--- config.mk ---
export PLATFORM = sky130hd
export DESIGN_NAME = periodic_task_tick_scheduler
export DESIGN_NICKNAME = d
export VERILOG_FILES = /design/src/rtl/ptts_pkg.sv /design/src/rtl/periodic_task_tick_scheduler.sv /design/src/rtl/ptts_slot_ram.sv /design/src/rtl/ptts_slot_alu.sv
export SDC_FILE = /design/constraint.sdc
export NUM_CORES = 2
export LEC_CHECK = 0
export BUFFER_PORTS_ARGS = -buffer_cell sky130_fd_sc_hd__buf_4
export CAP_MARGIN = 20
export CORE_MARGIN = 4
export CORE_UTILIZATION = 25
export DETAILED_ROUTE_END_ITERATION = 6
export SLEW_MARGIN = 40
export SYNTH_ARGS = -nofsm -noshare
export SYNTH_HDL_FRONTEND = slang
export SYNTH_HIERARCHICAL = 1
export SYNTH_SLANG_ARGS = --single-unit
--- constraint.sdc ---
create_clock -name clk -period 6.3 [get_ports clk]
set_input_delay 0.63 -clock clk [delete_from_list [all_inputs] [get_ports clk]]
set_output_delay 0.63 -clock clk [all_outputs]
set_load 0.01 [all_outputs]
--- src/rtl/ptts_pkg.sv ---
// Shared types and constants of the periodic task tick scheduler.
package ptts_pkg;

  typedef enum logic [2:0] {
    REQ_TICK     = 3'd0,
    REQ_DISPATCH = 3'd1,
    REQ_REPORT   = 3'd2,
    REQ_STEP     = 3'd3,
    REQ_SETUP    = 3'd4
  } ptts_req_t;

  typedef enum logic [1:0] {
    KIND_RUN  = 2'd0,
    KIND_ACK  = 2'd1,
    KIND_NONE = 2'd2
  } ptts_kind_t;

  typedef enum logic [1:0] {
    S_IDLE,
    S_TICK,
    S_DISP,
    S_ACK
  } ptts_state_t;

  typedef struct packed {
    logic live;
    logic reload;
  } ptts_alu_flags_t;

  localparam int          ADDR_W         = 3;
  localparam int          DATA_W         = 32;
  localparam logic [6:0]  TASK_COUNT_RST = 7'd0;
  localparam logic [5:0]  FIRST_STEP_RST = 6'd5;
  localparam logic [15:0] DONE_CODE      = 16'd1;

endpackage

--- src/rtl/periodic_task_tick_scheduler.sv ---
// Periodic task tick scheduler top level: sequencer, slot flags and config registers.
//
//  channel | direction | handshake              | payload
//  in_     | sink      | in_tvalid / in_tready  | in_tuser request type, in_tdata slot fields
//  out_    | source    | out_tvalid / out_tready| out_tdata result fields, out_tlast
//  cfg_    | apb slave | psel, penable, pready  | task_count at 0x0, first_step at 0x4
//
// With n = task_count clamped to MAX_TASKS, a tick passes from the request cycle through the
// n slots, one slot a cycle through the slot memory read port and the shared countdown unit,
// then a write-back cycle, a closing cycle and the acknowledge. A dispatch scans the n slots
// and emits its run results; report, step, setup and unknown requests go straight to the
// acknowledge. A due result waits while the output register is full and untaken.
// Synchronous active-low reset clears all slot state; the output register holds a result.
module periodic_task_tick_scheduler #(
  parameter int MAX_TASKS  = 64,
  parameter int TIMER_BITS = 16
) (
  input  logic                         clk,
  input  logic                         rst_n,
  input  logic                         in_tvalid,
  output logic                         in_tready,
  input  logic [23:0]                  in_tdata,   // task_index[5:0], value[21:6], enable[22]
  input  logic [2:0]                   in_tuser,   // req_type[2:0]
  output logic                         out_tvalid,
  input  logic                         out_tready,
  output logic [15:0]                  out_tdata,  // kind[1:0], run_index[7:2], step[13:8]
  output logic                         out_tlast,
  input  logic                         cfg_psel,
  input  logic                         cfg_penable,
  input  logic                         cfg_pwrite,
  input  logic [ptts_pkg::ADDR_W-1:0]  cfg_paddr,
  input  logic [ptts_pkg::DATA_W-1:0]  cfg_pwdata,
  output logic [ptts_pkg::DATA_W-1:0]  cfg_prdata,
  output logic                         cfg_pready
);

  localparam int IDX_W = $clog2(MAX_TASKS);
  localparam int CNT_W = $clog2(MAX_TASKS + 1);
  localparam int MEM_W = 2 * TIMER_BITS;

  ptts_pkg::ptts_state_t     state_r, state_nxt;
  logic [CNT_W-1:0]          cnt_r, cnt_nxt;
  logic                      pend_r, pend_nxt;
  logic [IDX_W-1:0]          pend_idx_r, pend_idx_nxt;
  logic [5:0]                cs_r, cs_nxt;
  logic [MAX_TASKS-1:0]      ready_r, ready_nxt;
  logic [MAX_TASKS-1:0]      en_r, en_nxt;
  logic [MAX_TASKS-1:0]      done_r, done_nxt;
  logic [6:0]                task_count_r;
  logic [5:0]                first_step_r;

  logic                      out_valid_r;
  ptts_pkg::ptts_kind_t      out_kind_r;
  logic [5:0]                out_run_r;
  logic [5:0]                out_step_r;
  logic                      out_last_r;

  logic                      in_acc;
  logic                      cfg_wr;
  logic                      out_free;
  logic [CNT_W-1:0]          lim;
  logic                      scan_on;
  logic [IDX_W-1:0]          ci;
  logic [IDX_W-1:0]          tidx;
  logic                      tidx_ok;
  logic [IDX_W-1:0]          sidx;
  logic                      sidx_ok;
  logic [6:0]                cs_adv;
  logic [TIMER_BITS-1:0]     in_val;

  logic                      emit;
  ptts_pkg::ptts_kind_t      emit_kind;
  logic [IDX_W-1:0]          emit_run;
  logic                      emit_last;

  logic                      ram_we;
  logic [IDX_W-1:0]          ram_wa;
  logic [MEM_W-1:0]          ram_wd;
  logic                      ram_re;
  logic [MEM_W-1:0]          ram_rd;
  logic [TIMER_BITS-1:0]     alu_cd;
  ptts_pkg::ptts_alu_flags_t alu_flags;

  ptts_slot_ram #(
    .DEPTH  (MAX_TASKS),
    .WIDTH  (MEM_W),
    .ADDR_W (IDX_W)
  ) u_ram (
    .clk     (clk),
    .rst_n   (rst_n),
    .wr_en   (ram_we),
    .wr_addr (ram_wa),
    .wr_data (ram_wd),
    .rd_en   (ram_re),
    .rd_addr (ci),
    .rd_data (ram_rd)
  );

  ptts_slot_alu #(
    .TIMER_BITS (TIMER_BITS)
  ) u_alu (
    .cd_i    (ram_rd[TIMER_BITS-1:0]),
    .iv_i    (ram_rd[MEM_W-1:TIMER_BITS]),
    .cd_o    (alu_cd),
    .flags_o (alu_flags)
  );

  assign in_tready  = (state_r == ptts_pkg::S_IDLE);
  assign in_acc     = in_tvalid && in_tready;
  assign cfg_pready = 1'b1;
  assign cfg_wr     = cfg_psel && cfg_penable && cfg_pwrite && cfg_pready;
  assign cfg_prdata = cfg_paddr[2] ? ptts_pkg::DATA_W'(first_step_r)
                                   : ptts_pkg::DATA_W'(task_count_r);
  assign out_free   = !out_valid_r || out_tready;

  assign lim     = (32'(task_count_r) < 32'(MAX_TASKS)) ? CNT_W'(task_count_r)
                                                        : CNT_W'(MAX_TASKS);
  assign scan_on = (cnt_r < lim);
  assign ci      = cnt_r[IDX_W-1:0];
  assign tidx    = IDX_W'(in_tdata[5:0]);
  assign tidx_ok = (32'(in_tdata[5:0]) < 32'(MAX_TASKS));
  assign sidx    = IDX_W'(cs_r);
  assign sidx_ok = (32'(cs_r) < 32'(MAX_TASKS));
  assign in_val  = TIMER_BITS'(in_tdata[21:6]);
  assign cs_adv  = {1'b0, cs_r} + 7'(sidx_ok && done_r[sidx]);

  always_comb begin
    state_nxt    = state_r;
    cnt_nxt      = cnt_r;
    pend_nxt     = pend_r;
    pend_idx_nxt = pend_idx_r;
    cs_nxt       = cs_r;
    ready_nxt    = ready_r;
    en_nxt       = en_r;
    done_nxt     = done_r;
    emit         = 1'b0;
    emit_kind    = ptts_pkg::KIND_ACK;
    emit_run     = '0;
    emit_last    = 1'b1;
    ram_we       = 1'b0;
    ram_wa       = pend_idx_r;
    ram_wd       = {ram_rd[MEM_W-1:TIMER_BITS], alu_cd};
    ram_re       = 1'b0;

    // Writing first_step restarts the foreground sequence
    if (cfg_wr && cfg_paddr[2]) begin
      cs_nxt = cfg_pwdata[5:0];
    end

    unique case (state_r)
      ptts_pkg::S_IDLE: begin
        if (in_acc) begin
          cnt_nxt  = '0;
          pend_nxt = 1'b0;
          unique case (in_tuser)
            ptts_pkg::REQ_TICK: begin
              state_nxt = ptts_pkg::S_TICK;
            end
            ptts_pkg::REQ_DISPATCH: begin
              state_nxt = ptts_pkg::S_DISP;
            end
            ptts_pkg::REQ_REPORT: begin
              if (tidx_ok) begin
                done_nxt[tidx] = (in_tdata[21:6] == ptts_pkg::DONE_CODE);
              end
              state_nxt = ptts_pkg::S_ACK;
            end
            ptts_pkg::REQ_STEP: begin
              // Enable the step slot, or retire it once done, then clamp
              if (sidx_ok) begin
                en_nxt[sidx] = !done_r[sidx];
              end
              if (lim == '0) begin
                cs_nxt = '0;
              end else if (32'(cs_adv) >= 32'(lim)) begin
                cs_nxt = 6'(lim - CNT_W'(1));
              end else begin
                cs_nxt = cs_adv[5:0];
              end
              state_nxt = ptts_pkg::S_ACK;
            end
            ptts_pkg::REQ_SETUP: begin
              if (tidx_ok) begin
                ram_we       = 1'b1;
                ram_wa       = tidx;
                ram_wd       = {in_val, in_val};
                en_nxt[tidx] = in_tdata[22];
              end
              state_nxt = ptts_pkg::S_ACK;
            end
            default: begin
              state_nxt = ptts_pkg::S_ACK;
            end
          endcase
        end
      end

      ptts_pkg::S_TICK: begin
        // Read slot cnt while writing back the slot read in the previous cycle
        if (scan_on) begin
          ram_re  = 1'b1;
          cnt_nxt = cnt_r + CNT_W'(1);
        end
        pend_nxt     = scan_on;
        pend_idx_nxt = ci;
        if (pend_r) begin
          ram_we = alu_flags.live;
          if (alu_flags.reload) begin
            ready_nxt[pend_idx_r] = 1'b1;
          end
        end
        if (!scan_on && !pend_r) begin
          state_nxt = ptts_pkg::S_ACK;
        end
      end

      ptts_pkg::S_DISP: begin
        // Hold one hit back so the final run result can carry tlast
        if (scan_on) begin
          if (ready_r[ci] && en_r[ci]) begin
            if (pend_r) begin
              if (out_free) begin
                emit          = 1'b1;
                emit_kind     = ptts_pkg::KIND_RUN;
                emit_run      = pend_idx_r;
                emit_last     = 1'b0;
                pend_idx_nxt  = ci;
                ready_nxt[ci] = 1'b0;
                cnt_nxt       = cnt_r + CNT_W'(1);
              end
            end else begin
              pend_nxt      = 1'b1;
              pend_idx_nxt  = ci;
              ready_nxt[ci] = 1'b0;
              cnt_nxt       = cnt_r + CNT_W'(1);
            end
          end else begin
            cnt_nxt = cnt_r + CNT_W'(1);
          end
        end else if (out_free) begin
          emit      = 1'b1;
          emit_kind = pend_r ? ptts_pkg::KIND_RUN : ptts_pkg::KIND_NONE;
          emit_run  = pend_r ? pend_idx_r : '0;
          emit_last = 1'b1;
          pend_nxt  = 1'b0;
          state_nxt = ptts_pkg::S_IDLE;
        end
      end

      ptts_pkg::S_ACK: begin
        if (out_free) begin
          emit      = 1'b1;
          state_nxt = ptts_pkg::S_IDLE;
        end
      end

      default: begin
        state_nxt = ptts_pkg::S_IDLE;
      end
    endcase
  end

  always_ff @(posedge clk) begin
    if (!rst_n) begin
      state_r      <= ptts_pkg::S_IDLE;
      cnt_r        <= '0;
      pend_r       <= 1'b0;
      pend_idx_r   <= '0;
      cs_r         <= ptts_pkg::FIRST_STEP_RST;
      ready_r      <= '0;
      en_r         <= '0;
      done_r       <= '0;
      task_count_r <= ptts_pkg::TASK_COUNT_RST;
      first_step_r <= ptts_pkg::FIRST_STEP_RST;
      out_valid_r  <= 1'b0;
    end else begin
      state_r    <= state_nxt;
      cnt_r      <= cnt_nxt;
      pend_r     <= pend_nxt;
      pend_idx_r <= pend_idx_nxt;
      cs_r       <= cs_nxt;
      ready_r    <= ready_nxt;
      en_r       <= en_nxt;
      done_r     <= done_nxt;
      if (cfg_wr) begin
        if (cfg_paddr[2]) begin
          first_step_r <= cfg_pwdata[5:0];
        end else begin
          task_count_r <= cfg_pwdata[6:0];
        end
      end
      if (emit) begin
        out_valid_r <= 1'b1;
      end else if (out_tready) begin
        out_valid_r <= 1'b0;
      end
    end
  end

  // Result payload; step is taken after the request's own update
  always_ff @(posedge clk) begin
    if (emit) begin
      out_kind_r <= emit_kind;
      out_run_r  <= 6'(emit_run);
      out_step_r <= cs_r;
      out_last_r <= emit_last;
    end
  end

  assign out_tvalid = out_valid_r;
  assign out_tdata  = {2'b00, out_step_r, out_run_r, out_kind_r};
  assign out_tlast  = out_last_r;

endmodule

--- src/rtl/ptts_slot_ram.sv ---
// Slot timer memory: interval and countdown per slot, with per-entry valid bits.
module ptts_slot_ram #(
  parameter int DEPTH  = 64,
  parameter int WIDTH  = 32,
  parameter int ADDR_W = 6
) (
  input  logic              clk,
  input  logic              rst_n,
  input  logic              wr_en,
  input  logic [ADDR_W-1:0] wr_addr,
  input  logic [WIDTH-1:0]  wr_data,
  input  logic              rd_en,
  input  logic [ADDR_W-1:0] rd_addr,
  output logic [WIDTH-1:0]  rd_data
);

  logic [WIDTH-1:0] mem [DEPTH];
  logic [DEPTH-1:0] vld_r;
  logic [WIDTH-1:0] rd_data_r;
  logic             rd_vld_r;

  always_ff @(posedge clk) begin
    if (wr_en) begin
      mem[wr_addr] <= wr_data;
    end
    if (rd_en) begin
      rd_data_r <= mem[rd_addr];
    end
  end

  // An entry never written reads as zero
  always_ff @(posedge clk) begin
    if (!rst_n) begin
      vld_r    <= '0;
      rd_vld_r <= 1'b0;
    end else begin
      if (wr_en) begin
        vld_r[wr_addr] <= 1'b1;
      end
      if (rd_en) begin
        rd_vld_r <= vld_r[rd_addr];
      end
    end
  end

  assign rd_data = rd_vld_r ? rd_data_r : '0;

endmodule

--- src/rtl/ptts_slot_alu.sv ---
// Countdown unit: decrement a live countdown and reload it on expiry.
module ptts_slot_alu #(
  parameter int TIMER_BITS = 16
) (
  input  logic [TIMER_BITS-1:0]     cd_i,
  input  logic [TIMER_BITS-1:0]     iv_i,
  output logic [TIMER_BITS-1:0]     cd_o,
  output ptts_pkg::ptts_alu_flags_t flags_o
);

  logic [TIMER_BITS-1:0] dec;

  always_comb begin
    dec            = cd_i - TIMER_BITS'(1);
    flags_o.live   = |cd_i;
    flags_o.reload = flags_o.live && (dec == '0);
    if (!flags_o.live) begin
      cd_o = cd_i;
    end else if (flags_o.reload) begin
      cd_o = iv_i;
    end else begin
      cd_o = dec;
    end
  end

endmodule

==> key figures <==
Drt
  – Detail Route Antenna Nets: 1
  – Number of detailed-route iterations in the first pass: 6
  – DR vias: ~53000
  – Routed wire length: ~260000 um
  – DRC marker count from the first detailed-route iteration: ~7000
  – DRC violation count after routing: 0
  – Routed len/inst: 23.74 um
  – Drt via density: around 4.9

Placed design
  – Post-detailed-placement cell area: about 100000 um^2
  – RD Place Congestion: approximately 0.87
  – Post-detailed-placement half-perimeter wirelength: 147700 um
  – Count of port buffers added during placement: 64

Floorplan
  – Vertical die dimension: between 600 and 700 um
  – Initial Util: 25.13%
  – Die area: between 300000 and 400000 um^2
  – Row count: 228
  – I/O pin count: ~120
  – DIE WIDTH: around 630 um
  – Placeable core region: between 300000 and 400000 um^2

Power
  – Post-route total power: roughly 37000 uW
  – Leakage dissipation: between 0.03 and 0.04 uW
  – Power spent charging and discharging nets: around 9000 uW
  – Internal power: around 28000 uW
  – Relative contribution of the clock network to total power: 37.1%
  – Comb pwr share: about 15%
  – Highest ir drop seen on vdd: 242.4 uV
  – Fraction of power consumed by sequential logic: between 40% and 50%
  – Switching part of the total power: around 24%
  – Total power density per cell area: around 330 nW/um^2

Clock network
  – Number of buffers inserted by hold repair at cts: 0
  – Clock tree from TritonCTS: done
  – Clock sink count: around 2400
  – Post-cts sizing count: 0
  – Worst-Skew Late Latency: 0.91 ns
  – Bufs on Longest Clock Path: 4
  – Root Buffer: sky130_fd_sc_hd__clkbuf_16
  – Clock buffer count from CTS: 224
  – Clock transition time at the flip-flop clock pins of the worst setup and hold paths: roughly 0.060 ns
  – Buffers inserted during post-CTS setup optimization: 0
  – H-tree depth: 4

Finish
  – Finished Cell Area: ~110000 um^2
  – Layout fillers: about 38000
  – NumNets Final: 5528
  – Fraction of final layout cells with drive strength greater than 1: 25.92%
  – Area Growth Syn to Fin: 15.94%

Logic synthesis
  – Post-synth top area share: 64.86%
  – Post-synthesis sequential area ratio: a little under three quarters
  – Flip-flop and latch count after synthesis: between 2000 and 2500
  – Synth Flop Type: sky130_fd_sc_hd__edfxtp_1
  – Synthesized cell area: between 90000 and 100000 um^2
  – Fraction of synthesis flops using an asynchronous set or reset pin: 0%
  – Synthesized area per cell: 18.33 um^2
  – Cell types with the largest area share after synthesis: sky130_fd_sc_hd__edfxtp_1 (65%), sky130_fd_sc_hd__mux4_2 (16%), sky130_fd_sc_hd__dfxtp_1 (6.0%)
  – Number of synthesized flops with an enable pin: roughly 2100
  – Syn. warnings: 6
  – Library cell with the largest summed area after synthesis: sky130_fd_sc_hd__edfxtp_1
  – Cells after Synth: about 5300
  – Distinct cell type count of the synthesized netlist: just over 90

Setup path
  – Element type at the critical path end: flop
  – Category of the worst setup path launch point: flop
  – Largest fanout on the critical path: 23
  – Classification of the worst setup path: reg -> reg
  – Arr. time, crit path: 5.53 ns
  – Required time worst endpoint: 6.75 ns

GRT
  – Number of antenna violations at the first check in global routing: 20
  – Combined global-route utilization of all metal layers: approximately an eighth
  – Pin count of the biggest net entering global routing: around 120
  – Gr ovfl total: 0
  – Global-route wire length before repair: approximately 370000 um
  – Vias in the first global route: between 50000 and 60000

Run status
  – Violations in the final reports: antenna rules
  – Run status: finished with violations

STA
  – Post-Route Setup TNS: 0 ns
  – Hold Vio Cnt, Final: 0
  – Slew HR: approximately 37%
  – Fin Clk Skew: roughly 0.12 ns
  – Fmax: 196.7 MHz
  – Final-report setup violation count: 0
  – Final Cycle Share: approximately 80%
  – Final critical-path required period: roughly 5.1 ns
  – Unrepaired setup endpoints after global routing: false
  – Final count of pins violating max slew: 0
  – Transition time of the tightest slew-check pin: about 0.95 ns

Worst hold path
  – Hold Crit Class: in -> reg

Flow run
  – Max-cap check violation count: 0
## flip-flops by register name, indices dropped and copies added, names as in the netlist
name	flops
state_r	2
cnt_r	7
en_r	64
u_ram/mem	2048
pend_idx_r	6
done_r	64
u_ram/rd_vld_r	1
u_ram/vld_r	64
out_tvalid	1
first_step_r	6
pend_r	1
out_kind_r	2
cs_r	6
out_tlast	1
out_run_r	6
u_ram/rd_data_r	32
task_count_r	7
ready_r	64
out_step_r	6
## power groups by stage
stage               combinational [uW]  sequential (uW)  clock (uW)
global placement                  5430            18100           0
finish                            5600            17700       13800
floorplan                         4060            18100           0
global route                      6000            17700       14700
detailed placement                5640            18100           0
CTS                               5650            17700       14000
## path summary, 6_finish.rpt
| kind | startpoint | to | slack [ns] | cells past startpoint |
|---|---|---|---|---|
| hold / removal | cfg_pwdata[0] | first_step_r[0]$_SDFFE_PN1P_ | 0.06 | 3 |
| setup / recovery | u_ram/rd_vld_r$_SDFFE_PN0P_ | u_ram/mem[0][22]$_DFFE_PP_ | 1.22 | 13 |
| hold reg to reg | first_step_r[1]$_SDFFE_PN0P_ | first_step_r[1]$_SDFFE_PN0P_ | 0.45 | 2 |
| setup reg to reg | u_ram/rd_vld_r$_SDFFE_PN0P_ | u_ram/mem[0][22]$_DFFE_PP_ | 1.22 | 13 |
## area by class of cell
| type | count | area [um^2] | area share (%) |
|---|---|---|---|
| well taps | 5175 | 6475 | 5.758 |
| flip-flops and latches | 2388 | 68800 | 61.18 |
| multi-input cells | 2528 | 27090 | 24.09 |
| diodes | 7 | 17.52 | 0.01558 |
| clock inverters | 140 | 1471 | 1.308 |
| inverters | 23 | 88.84 | 0.07900 |
| clock buffers | 268 | 5874 | 5.224 |
| repair buffers | 270 | 2630 | 2.339 |
## through the flow
step           setup WS [ns]  std cells  hold WS [ns]  util (%)
6_report               1.217      10800       0.06258     29.13
5_1_grt               0.9343      10790       0.05563     29.13
4_1_cts                1.276      10780       0.01988     29.07
3_5_place_dp           1.357      10380        0.4474     27.16
3_3_place_gp           1.200      10360        0.4410     27.08
2_1_floorplan         0.9576       5318        0.4064         -
## placed cells by master (no fill, tap or decap), types with 20 or more instances in the layout
cell type / netlist / final
sky130_fd_sc_hd__clkinv_1: 1 / 46
sky130_fd_sc_hd__nor2_1: 306 / 240
sky130_fd_sc_hd__nor2_4: 0 / 62
sky130_fd_sc_hd__o21a_1: 65 / 65
sky130_fd_sc_hd__nand3b_1: 20 / 20
sky130_fd_sc_hd__conb_1: 2 / 28
sky130_fd_sc_hd__ha_1: 24 / 24
sky130_fd_sc_hd__nor2b_1: 22 / 21
sky130_fd_sc_hd__mux4_2: 686 / 686
sky130_fd_sc_hd__a211oi_1: 24 / 24
sky130_fd_sc_hd__a311oi_1: 30 / 30
sky130_fd_sc_hd__a22oi_1: 35 / 35
sky130_fd_sc_hd__clkinv_2: 0 / 51
sky130_fd_sc_hd__mux2i_1: 107 / 107
sky130_fd_sc_hd__o21ai_0: 111 / 111
sky130_fd_sc_hd__buf_4: 47 / 219
sky130_fd_sc_hd__and2_1: 50 / 49
sky130_fd_sc_hd__o22a_1: 25 / 25
sky130_fd_sc_hd__o221ai_1: 35 / 35
sky130_fd_sc_hd__a31oi_1: 29 / 29
sky130_fd_sc_hd__buf_12: 0 / 29
sky130_fd_sc_hd__nand3_1: 59 / 56
sky130_fd_sc_hd__clkbuf_1: 215 / 37
sky130_fd_sc_hd__bufinv_16: 0 / 31
sky130_fd_sc_hd__clkbuf_16: 0 / 227
sky130_fd_sc_hd__o211a_1: 36 / 36
sky130_fd_sc_hd__o22ai_1: 33 / 33
sky130_fd_sc_hd__nand4_1: 21 / 21
sky130_fd_sc_hd__dfxtp_1: 293 / 285
sky130_fd_sc_hd__a21oi_1: 172 / 172
sky130_fd_sc_hd__edfxtp_1: 2095 / 2095
sky130_fd_sc_hd__nand2_1: 336 / 321
## cells in the mapped netlist, types with 24 or more instances
| cell | count |
|---|---|
| sky130_fd_sc_hd__a311oi_1 | 30 |
| sky130_fd_sc_hd__and2_1 | 50 |
| sky130_fd_sc_hd__a211oi_1 | 24 |
| sky130_fd_sc_hd__nor2_1 | 306 |
| sky130_fd_sc_hd__o22ai_1 | 33 |
| sky130_fd_sc_hd__buf_2 | 69 |
| sky130_fd_sc_hd__o221ai_1 | 35 |
| sky130_fd_sc_hd__edfxtp_1 | 2095 |
| sky130_fd_sc_hd__o211a_1 | 36 |
| sky130_fd_sc_hd__a21oi_1 | 172 |
| sky130_fd_sc_hd__o21ai_0 | 111 |
| sky130_fd_sc_hd__dfxtp_1 | 293 |
| sky130_fd_sc_hd__a31oi_1 | 29 |
| sky130_fd_sc_hd__a22oi_1 | 35 |
| sky130_fd_sc_hd__nand3_1 | 59 |
| sky130_fd_sc_hd__nand2_1 | 336 |
| sky130_fd_sc_hd__mux2i_1 | 107 |
| sky130_fd_sc_hd__ha_1 | 24 |
| sky130_fd_sc_hd__o22a_1 | 25 |
| sky130_fd_sc_hd__clkbuf_1 | 215 |
| sky130_fd_sc_hd__buf_1 | 38 |
| sky130_fd_sc_hd__o21a_1 | 65 |
| sky130_fd_sc_hd__buf_4 | 47 |
| sky130_fd_sc_hd__mux4_2 | 686 |
## logic make-up after synthesis
kind of cell	count (synthesis)	share of synthesized area [%]
simple gates	964	4.660
xor+xnor	19	0.1716
compound gates	681	4.778
buf+inv	402	1.904
fa+ha+maj	24	0.3096
other cells	2	0.007743
flops	2388	70.91
mux	812	17.26
## worst max-delay path, cell delays in order, from the launching register on
cell and delay (ns):
sky130_fd_sc_hd__dfxtp_1 0.65, sky130_fd_sc_hd__and2_1 0.40, sky130_fd_sc_hd__inv_1 0.13, sky130_fd_sc_hd__ha_1 0.30, sky130_fd_sc_hd__or4b_4 0.29, sky130_fd_sc_hd__nor4_4 0.05
sky130_fd_sc_hd__buf_4 0.20, sky130_fd_sc_hd__inv_1 0.12, sky130_fd_sc_hd__nand3_1 0.09, sky130_fd_sc_hd__nand2_1 0.26, sky130_fd_sc_hd__nor2b_1 0.37, sky130_fd_sc_hd__nand2_1 0.57
sky130_fd_sc_hd__nor2_4 0.66, sky130_fd_sc_hd__buf_4 0.50
## per-layer routing
| metal | track usage (%) | vias up | part of all wire (%) |
|---|---|---|---|
| met1 | 18.05 | 28050 | 43 |
| met3 | 2.213 | 412 | 8.6 |
| li1 | - | 21790 | - |
| met2 | 19.53 | 2360 | 46 |
| met5 | 0 | - | 0.0051 |
| met4 | 2.687 | 2 | 2.1 |
(Power assumes the default switching activity.)
